**src/lsc_pkg.sv**
```systemverilog
`timescale 1ns / 1ps

package lsc_pkg;

    localparam int CW = 12;   // coordinate width
    localparam int FW = 16;   // fraction bits of t

    // Configuration register indexes
    localparam logic [1:0] REG_X_MIN = 2'd0;
    localparam logic [1:0] REG_X_MAX = 2'd1;
    localparam logic [1:0] REG_Y_MIN = 2'd2;
    localparam logic [1:0] REG_Y_MAX = 2'd3;

    localparam logic signed [CW-1:0] RST_MIN = 12'sd100;
    localparam logic signed [CW-1:0] RST_MAX = 12'sd250;

    typedef struct packed {
        logic signed [CW-1:0] start_x;
        logic signed [CW-1:0] start_y;
        logic signed [CW-1:0] end_x;
        logic signed [CW-1:0] end_y;
    } seg_t;

    typedef struct packed {
        logic                 visible;
        logic signed [CW-1:0] clipped_start_x;
        logic signed [CW-1:0] clipped_start_y;
        logic signed [CW-1:0] clipped_end_x;
        logic signed [CW-1:0] clipped_end_y;
    } clip_t;

    // Per-edge classification after the divider
    typedef struct packed {
        logic rej;     // edge alone rejects the segment
        logic is_in;   // quotient raises entry
        logic is_out;  // quotient lowers exit
    } edge_cls_t;

endpackage

```
**src/lsc_interp.sv**
```systemverilog
`timescale 1ns / 1ps

// base + t*delta / 2^FW truncated toward zero; two register stages.
module lsc_interp (
    input  logic clk,
    input  logic signed [lsc_pkg::CW:0] base,
    input  logic signed [lsc_pkg::CW+1:0] delta,
    input  logic [lsc_pkg::FW:0] t,
    output logic signed [lsc_pkg::CW-1:0] res
);
    localparam int CW = lsc_pkg::CW;
    localparam int FW = lsc_pkg::FW;
    localparam int PW = CW + FW + 3;

    logic signed [PW-1:0] prod_reg;
    logic signed [CW:0]   base_reg;
    logic signed [PW-1:0] sum;
    logic signed [PW-1:0] tr;

    // Product stage
    always_ff @(posedge clk)
    begin
        prod_reg <= PW'(delta) * $signed({1'b0, t});
        base_reg <= base;
    end

    // Exact sum then truncate toward zero
    always_comb
    begin
        sum = (PW'(base_reg) <<< FW) + prod_reg;
        if (sum < 0)
            tr = (sum + PW'((1 << FW) - 1)) >>> FW;
        else
            tr = sum >>> FW;
    end

    always_ff @(posedge clk)
        res <= tr[CW-1:0];
endmodule

```
**config.mk**
```make
export PLATFORM = sky130hd
export DESIGN_NAME = lsc_interp
export DESIGN_NICKNAME = d
export VERILOG_FILES = /design/src/lsc_pkg.sv /design/src/lsc_interp.sv
export SDC_FILE = /design/constraint.sdc
export NUM_CORES = 1
export LEC_CHECK = 0
export ABC_AREA = 1
export BUFFER_PORTS_ARGS = -buffer_cell sky130_fd_sc_hd__buf_2
export CORE_ASPECT_RATIO = 0.9
export CORE_MARGIN = 2
export CORE_UTILIZATION = 30
export CTS_CLUSTER_DIAMETER = 30
export CTS_CLUSTER_SIZE = 16
export DETAILED_ROUTE_END_ITERATION = 6
export PLACE_DENSITY = 0.46
export SYNTH_ARGS = -nofsm -noshare
export SYNTH_HDL_FRONTEND = slang
export SYNTH_SLANG_ARGS = --single-unit
```
**constraint.sdc**
```tcl
create_clock -name clk -period 13.35 [get_ports clk]
set_clock_uncertainty 0.2 [all_clocks]
set_input_delay 2.67 -clock clk [delete_from_list [all_inputs] [get_ports clk]]
set_output_delay 2.67 -clock clk [all_outputs]
set_load 0.03 [all_outputs]
```
==> out/metrics.cfg <==
[status]
outcome=finished, final reports clean

[synthesis]
yosysUniqueCellTypes=34
seq_area_frac_synth_pct=10.5
ys_warn_count=0
synth.cell_area_mm2=0.0106
post_synth_inst_count=1399
postSynthRegisterBits=56
syn-num-nets=1746
syn_area_per_cell_um2=7.61

[sta]
max_clock_freq_ghz=0.120
finalWorstPathRequiredPeriod_ns=8.34
worst_margin_slew_ns=0.660
finalHoldViolCount=0
final.period_utilization_pct=62.5
setup_violations=0
max_slew_margin_pct=55.7
setup-tns-final_ns=0
layout_setup_ws_ns=5.01
grt_setup_unrepaired=no
final_number_of_max_transition_violations=0

[layout]
n_antenna_cell=0
mostFrequentLayoutCells=368 x sky130_fd_sc_hd__inv_1, 360 x sky130_fd_sc_hd__nand2_1, 179 x sky130_fd_sc_hd__fa_1
flip_flop_count_of_the_largest_register_after_layout=31
finalNonFillerCells=1887
finish.utilization_pct=33.0
layout-drive-gt1-share_pct=5.99
commonest_non_fill_non_tap_cell_in_the_layout=sky130_fd_sc_hd__inv_1
final_nets=1764
area_growth_syn_to_layout_pct=8.48
num-fill-cells=3847

[placed_design]
pre_cts_ws_ns=4.72
gp_congestion=0.840
dp_cells=1879
hpwl_um=22700
port_buffers=56

[grt]
grt_pass1_vias=8832
globalRoute.totalOverflow=0
global_route_wire_length_before_repair_um=45300
grt_max_degree=20
initial_antenna_violation_count=0
overall_track_demand_over_capacity_in_global_routing_pct=15.2

[critical_path]
worst_ep_required_time_ns=13.36
crit_path_dat_ns=8.35
endpoint_kind=register
worst-path-max-fanout=19
crit_path_start_kind=input port
setup.worst_path.class=in2reg

[clock_tree]
cts_buffers=5
clk_latency_ns=0.29
cts_setup_buffers=0
cts_root_buf=sky130_fd_sc_hd__clkbuf_16
h-tree-depth=2
cts-resized-gates=0
clkTransAtPathRegs_ns=0.07
cts_sinks=56
cts_buffer_depth=2
tritoncts=done
ctsHoldBuffers=0

[drt]
initial_drt_pass_iterations=5
drc=0
drt_iter0_markers=363
via_per_inst=4.37
vias=8252
post_route_ant_nets=0
postRouteWirelength_um=26200
average_detailed_routed_wire_length_per_instance_um=13.9

[die]
floorplan.io_pins=57
core_area_mm2=0.0350
floorplan.die_area_mm2=0.0370
dieHeight_um=183
start_util_pct=30.4
count_of_standard_cell_rows=65
chipWidth_um=203

[flow_run]
max_cap_viol_count=0

[hold_path]
worst_hold_check_path_type=reg2reg

==> cells in the mapped netlist, drive strengths merged <==
cell type	n	area (µm²)
inv	370	1390
nand2	366	1390
fa	179	3580
ha	123	1540
nor2	77	294
dfxtp	56	1120
clkbuf	43	161
a21oi	42	210
nand3	41	220
xor2	27	236
o21ai	18	90.1
nand4	13	81.3
xnor2	11	104
nor3	9	50.1
or2	6	37.5
a21boi	3	22.5
a21o	3	22.5
o21bai	3	22.5
a31oi	2	12.5
buf	2	18.8
nor4	2	12.5
a211oi	1	7.51
clkinv	1	3.75
o211ai	1	7.51
==> critical path, stage by stage <==
cell and delay (ns):
sky130_fd_sc_hd__buf_2 0.08, sky130_fd_sc_hd__clkinv_1 0.51, sky130_fd_sc_hd__nor2_1 0.38, sky130_fd_sc_hd__fa_1 0.48, sky130_fd_sc_hd__fa_1 0.52, sky130_fd_sc_hd__fa_1 0.52, sky130_fd_sc_hd__fa_1 0.51, sky130_fd_sc_hd__fa_1 0.55
sky130_fd_sc_hd__inv_1 0.06, sky130_fd_sc_hd__fa_1 0.52, sky130_fd_sc_hd__inv_1 0.04, sky130_fd_sc_hd__ha_1 0.39, sky130_fd_sc_hd__nand2_1 0.10, sky130_fd_sc_hd__nor2_1 0.23, sky130_fd_sc_hd__inv_1 0.09, sky130_fd_sc_hd__nor3_1 0.23
sky130_fd_sc_hd__nand4_1 0.12, sky130_fd_sc_hd__o211ai_1 0.13, sky130_fd_sc_hd__xor2_1 0.20
==> area by class of cell <==
| cell class | count | area (µm²) | area share [%] |
|---|---|---|---|
| sequential | 56 | 1120 | 9.71 |
| clock inverter | 3 | 90.1 | 0.780 |
| multi-input combinational | 927 | 7950 | 68.8 |
| tap | 469 | 587 | 5.08 |
| inverter | 371 | 1390 | 12.1 |
| clock buffer | 5 | 125 | 1.08 |
| timing repair buffer | 56 | 280 | 2.43 |
==> per-layer routing <==
layer	track usage [%]	part of all wire, %	vias up	wire [µm]
met5	0	0	-	0
met4	1.72	0.61	0	159
met3	1.25	3.1	13	815
met2	25.9	47	132	12200
met1	21.7	50	3992	13000
li1	-	-	4115	-
==> metrics by stage <==
step           cell area (µm²)  hold slack (ns)
2_1_floorplan            10600            0.426
3_3_place_gp             11300            0.493
3_5_place_dp             11300            0.487
4_1_cts                  11500            0.518
5_1_grt                  11500            0.560
6_report                 11500            0.511
==> path summary, 6_finish.rpt <==
kind	startpoint	cells after the start	slack (ns)	endpoint
worst min register to register	prod_reg[16]	3	0.51	res[0]
worst min-delay path	prod_reg[16]	3	0.51	res[0]
worst max register to register	prod_reg[16]	11	11.01	res[7]
worst max-delay path	delta[13]	19	5.01	prod_reg[23]
==> cell families (layout without fill, tap and decap cells) <==
group	Yosys count	after routing	synth area share [%]
adders and majority gates	302	302	48.1
buffers and inverters	416	435	14.8
AOI/OAI and AO/OA	73	73	3.72
and+or+nand+nor	514	514	19.6
xor gates and xnor gates	38	38	3.20
DFF	56	56	10.5
Power is not shown: default switching activity piles up to over one toggle a cycle in this logic, so the estimate is an artifact.
