$ cat src/lsc_pkg.sv
`timescale 1ns / 1ps

package lsc_pkg;

    localparam int CW = 12;   // coordinate width
    localparam int FW = 16;   // fraction bits of t

    // Configuration register indexes
    localparam logic [1:0] REG_X_MIN = 2'd0;
    localparam logic [1:0] REG_X_MAX = 2'd1;
    localparam logic [1:0] REG_Y_MIN = 2'd2;
    localparam logic [1:0] REG_Y_MAX = 2'd3;

    localparam logic signed [CW-1:0] RST_MIN = 12'sd100;
    localparam logic signed [CW-1:0] RST_MAX = 12'sd250;

    typedef struct packed {
        logic signed [CW-1:0] start_x;
        logic signed [CW-1:0] start_y;
        logic signed [CW-1:0] end_x;
        logic signed [CW-1:0] end_y;
    } seg_t;

    typedef struct packed {
        logic                 visible;
        logic signed [CW-1:0] clipped_start_x;
        logic signed [CW-1:0] clipped_start_y;
        logic signed [CW-1:0] clipped_end_x;
        logic signed [CW-1:0] clipped_end_y;
    } clip_t;

    // Per-edge classification after the divider
    typedef struct packed {
        logic rej;     // edge alone rejects the segment
        logic is_in;   // quotient raises entry
        logic is_out;  // quotient lowers exit
    } edge_cls_t;

endpackage

$ cat src/lsc_div.sv
`timescale 1ns / 1ps

// Pipelined restoring fractional divider: floor(n/d * 2^FW), n < d.
// One quotient bit per stage, FW stages; side data rides along.
module lsc_div #(
    parameter int NW = 14,
    parameter int SW = 8
) (
    input  logic          clk,
    input  logic          rst_n,
    input  logic          vin,
    input  logic [NW-1:0] num,
    input  logic [NW-1:0] den,
    input  logic [SW-1:0] side_in,
    output logic          vout,
    output logic [lsc_pkg::FW-1:0] quo,
    output logic [SW-1:0] side_out
);
    localparam int N = lsc_pkg::FW;

    logic [N:1]      v_reg;
    logic [NW:0]     r_reg [1:N];
    logic [NW-1:0]   d_reg [1:N];
    logic [N-1:0]    q_reg [1:N];
    logic [SW-1:0]   s_reg [1:N];

    // Valid bits travel with the data
    always_ff @(posedge clk or negedge rst_n)
    begin
        if (!rst_n)
            v_reg <= '0;
        else
            v_reg <= {v_reg[N-1:1], vin};
    end

    // One subtract-and-compare per stage
    for (genvar i = 0; i < N; i++) begin : g_st
        logic [NW:0]   r_cur;
        logic [NW-1:0] d_cur;
        logic [N-1:0]  q_cur;
        logic [SW-1:0] s_cur;
        logic [NW+1:0] sh;
        logic          ge;
        if (i == 0) begin : g_first
            assign r_cur = {1'b0, num};
            assign d_cur = den;
            assign q_cur = '0;
            assign s_cur = side_in;
        end
        else begin : g_rest
            assign r_cur = r_reg[i];
            assign d_cur = d_reg[i];
            assign q_cur = q_reg[i];
            assign s_cur = s_reg[i];
        end
        always_comb
        begin
            sh = {r_cur, 1'b0};
            ge = sh >= {2'b0, d_cur};
        end
        always_ff @(posedge clk)
        begin
            r_reg[i+1] <= ge ? (NW+1)'(sh - {2'b0, d_cur}) : sh[NW:0];
            d_reg[i+1] <= d_cur;
            q_reg[i+1] <= {q_cur[N-2:0], ge};
            s_reg[i+1] <= s_cur;
        end
    end

    assign vout     = v_reg[N];
    assign quo      = q_reg[N];
    assign side_out = s_reg[N];
endmodule

$ cat config.mk
export PLATFORM = sky130hd
export DESIGN_NAME = lsc_div
export DESIGN_NICKNAME = d
export VERILOG_FILES = /design/src/lsc_pkg.sv /design/src/lsc_div.sv
export SDC_FILE = /design/constraint.sdc
export NUM_CORES = 1
export LEC_CHECK = 0
export BUFFER_PORTS_ARGS = -buffer_cell sky130_fd_sc_hd__buf_2
export CAP_MARGIN = 20
export CELL_PAD_IN_SITES_DETAIL_PLACEMENT = 1
export CELL_PAD_IN_SITES_GLOBAL_PLACEMENT = 1
export CORE_MARGIN = 8
export CORE_UTILIZATION = 40
export CTS_CLUSTER_DIAMETER = 100
export DETAILED_ROUTE_END_ITERATION = 12
export MAX_ROUTING_LAYER = met4
export PLACE_DENSITY_LB_ADDON = 0.1
export SYNTH_ARGS = -nofsm -noshare
export SYNTH_HDL_FRONTEND = slang
export SYNTH_SLANG_ARGS = --single-unit
$ cat constraint.sdc
create_clock -name clk -period 7.5 [get_ports clk]
set_input_delay 0.375 -clock clk [delete_from_list [all_inputs] [get_ports clk]]
set_output_delay 0.375 -clock clk [all_outputs]
set_load 0.02 [all_outputs]
==> impl_metrics.csv <==
group,metric,value,unit
logic_synthesis,yosys-top-cells-count,"sky130_fd_sc_hd__dfxtp_1, sky130_fd_sc_hd__inv_1, sky130_fd_sc_hd__ha_1, sky130_fd_sc_hd__nand2_1, sky130_fd_sc_hd__o21ai_0",
drt,drt-wirelength-per-cell,16.06,µm
global_routing,overflow,0,
global_routing,maximum_number_of_pins_on_one_net_before_global_route_repair,29,
setup_path,timing.critical_path.slowest_cell_delay,0.47,ns
clocking,clkSinkCount,715,
power,standby_leakage_power,14.25,nW
clocking,clk_transition_reported_paths,0.06,ns
global_routing,grt_first_pass_wirelength,100400,µm
place,place_congestion,0.8594,
power,worst_ir_drop_vdd,0.0002360,V
clocking,cts.hold.buffers_added,28,
clocking,clock_insertion_delay_worst_skew,0.62,ns
finish,drive_above_1_share,10.21,%
sta,slew_headroom,38.45,%
global_routing,antenna_violations_before_repair,1,
setup_path,worst_r2r_startpoint,"d_reg[0][154]$_DFF_P_",
clocking,number_of_levels_in_the_clock_h_tree,3,
sta,timing_hold_violations_final,0,
die,i_o_pin_total,64,
place,post-dp-hpwl,46470,µm
setup_path,path_cells,"inv_1, fa_1, a211oi_1, o21ai_0, a21oi_1, a21oi_1, nor4b_4, buf_4, inv_1, mux2_2",
setup_path,timing.critical_path.to_type,"flop",
drt,vias_per_inst,4.932,
logic_synthesis,syn-cell-area,27350,µm²
logic_synthesis,ff_latch_count_synth,715,
logic_synthesis,synth_top_flop_cell,"sky130_fd_sc_hd__dfxtp_1",
place,place_area,28650,µm²
logic_synthesis,synth_most_common_cell,"sky130_fd_sc_hd__dfxtp_1",
drt,drc_violation_count_after_routing,0,
sta,fin_worst_skew,0.02826,ns
setup_path,crit_required,8.00,ns
sta,fmax,319.8,MHz
logic_synthesis,synth.largest_area_cell,"sky130_fd_sc_hd__dfxtp_1",
sta,grt_setup_unrepaired,"false",
logic_synthesis,mean_post_synth_cell_area,10.23,µm²
sta,totalNegativeSetupSlack,0,ns
min_path,path_category_of_the_worst_min_delay_check,"in -> reg",
die,placeableCoreArea,68110,µm²
logic_synthesis,syn_nets,2951,
power,cellPowerDensity,470.5,nW/µm²
clocking,cts_inserted_buffers,79,
die,chipWidth,277.5,µm
outcome,run_status,"finished, final reports clean",
sta,final_max_slew_viol_count,0,
sta,post-route-period-util,41.69,%
min_path,worstHoldPathCells,2,
finish,final_cell_area,31780,µm²
setup_path,setup.reg_to_reg.worst_slack,4.37,ns
drt,initialDrtViolationCount,668,
global_routing,global_route.usage.total,16.11,%
clocking,post_cts.resized_instances,0,
finish,layout-area-overhead-vs-synth,16.17,%
logic_synthesis,synth_sequential_area_ratio,52.62,%
setup_path,reg_to_reg_endpoint,"r_reg[0][190]$_DFF_P_",
job,max_cap_violations,0,
clocking,clock_path_buffers,3,
die,dieArea,77010,µm²
logic_synthesis,synthesized_instance_count,2674,
die,initial_utilization,40.16,%
drt,wl,60550,µm
sta,finalSetupViolCount,0,
setup_path,slowest_stage_cell_cp,"sky130_fd_sc_hd__fa_1",
drt,antenna_left,0,
power,total_power,14.95,mW
drt,drt_pass1_iterations,4,
sta,post-route-min-period,3.127,ns
min_path,hp-start,"num[0]",
finish,finish.net_count,3101,
place,buffer_ports.inserted,63,
logic_synthesis,top_cells_by_area_synth,"sky130_fd_sc_hd__dfxtp_1, sky130_fd_sc_hd__ha_1, sky130_fd_sc_hd__o21ai_0",
clocking,post-cts-setup-buffer-count,0,
min_path,worstHoldEndpoint,"r_reg[0][16]$_DFF_P_",
setup_path,timing.setup.critical_path_class,"reg -> reg",
sta,hold_ws,0.05308,ns
sta,worst-slew-pin-transition,0.9148,ns
finish,largest_register_ffs,225,
die,fp.dieH,277.5,µm
logic_synthesis,synth.distinct_cells,74,
setup_path,crit_path_max_fanout,25,
clocking,clk_root_buffer_cell,"sky130_fd_sc_hd__clkbuf_16",
drt,vias_after_detailed_routing,18600,
global_routing,grt_pass1_vias,19740,
logic_synthesis,yosys.area.top_type_share,51.16,%
die,fp-row-count,96,
setup_path,critical_path_source_type,"flop",
clocking,cts_tree,"built",
logic_synthesis,synthesis.yosys.warnings,0,
logic_synthesis,number_of_synthesized_flops_with_an_enable_pin,0,
setup_path,timing.reg2reg.worst_path_depth,10,
setup_path,timing.critical_path.arrival,3.63,ns
logic_synthesis,synth_async_sr_flop_share,2.238,%
-- cell type report --
class,count,area (µm²)
diodes,1,2.502
clock buffers,109,2271
clock inverters,36,489.2
fillers,7487,36330
inverters,255,957.2
multi-input cells,1670,11840
flip-flops and latches,715,14390
well taps,882,1104
repair buffers,103,719.4
-- through the flow --
stage                     setup slack [ns]  utilization [%]  instances
after global placement               4.256            42.07       3591
after CTS                            4.113            46.54       3764
after floorplan                      4.936                -       2674
after detailed placement             4.139            42.07       3591
final                                4.373            46.66       3771
after global routing                 4.054            46.65       3770
-- kinds of logic after synthesis --
family / synth area share, %
mux: 2.237
fa+ha+maj: 11.30
xor+xnor: 4.963
simple gates: 9.985
flops: 52.62
compound gates: 14.76
buf+inv: 4.140
-- worst max path at each step --
stage               depth (start not counted)                   from                    end  slack [ns]
floorplan                                   8  d_reg[0][196]$_DFF_P_  r_reg[0][226]$_DFF_P_        4.94
global placement                            8   d_reg[0][28]$_DFF_P_   r_reg[0][46]$_DFF_P_        4.26
detailed placement                          9   d_reg[0][28]$_DFF_P_   r_reg[0][54]$_DFF_P_        4.14
CTS                                         8  d_reg[0][182]$_DFF_P_  r_reg[0][211]$_DFF_P_        4.11
global route                                8   d_reg[0][42]$_DFF_P_   r_reg[0][73]$_DFF_P_        4.05
finish                                     10  d_reg[0][154]$_DFF_P_  r_reg[0][190]$_DFF_P_        4.37
-- layer usage --
metal,global-route usage (%),vias up,wire length (µm)
li1,-,9457,-
met1,19.67,8848,28210
met2,27.32,186,29200
met3,2.630,108,1566
met4,4.744,0,1581
met5,-,-,0
-- cells in the final DEF, fill, tap and decap left out, types with 16 or more instances in the layout --
cell,n
sky130_fd_sc_hd__a31oi_1,26
sky130_fd_sc_hd__buf_2,63
sky130_fd_sc_hd__o21ai_0,209
sky130_fd_sc_hd__dfxtp_1,699
sky130_fd_sc_hd__clkbuf_8,16
sky130_fd_sc_hd__a21oi_1,186
sky130_fd_sc_hd__nor2_1,151
sky130_fd_sc_hd__nand2b_1,28
sky130_fd_sc_hd__ha_1,223
sky130_fd_sc_hd__dlygate4sd3_1,28
sky130_fd_sc_hd__nand3_1,48
sky130_fd_sc_hd__xnor2_1,89
sky130_fd_sc_hd__a211oi_1,19
sky130_fd_sc_hd__nor3_1,31
sky130_fd_sc_hd__nor2b_1,20
sky130_fd_sc_hd__o21a_1,48
sky130_fd_sc_hd__nand2_1,220
sky130_fd_sc_hd__xor2_1,66
sky130_fd_sc_hd__clkbuf_16,80
sky130_fd_sc_hd__o31ai_1,16
sky130_fd_sc_hd__a21o_1,53
sky130_fd_sc_hd__inv_1,249
sky130_fd_sc_hd__mux2_2,44
sky130_fd_sc_hd__dfrtp_1,16
-- report_power, final --
group          switching, mW  leakage [nW]  internal, mW  total [mW]
Combinational           3.13          6.85          2.46        5.59
Clock                   1.57          1.33          2.39        3.96
Sequential             0.563          6.07          4.84        5.40
-- critical path: cells and delay by family, from the launching register on --
family | cells | cell delay (ns)
AOI/OAI and AO/OA | 4 | 1.15
adders and majority gates | 1 | 0.47
buffers and inverters | 3 | 0.52
DFF | 1 | 0.38
muxes | 1 | 0.29
and+or+nand+nor | 1 | 0.23
Power figures use the tool's default switching activity.
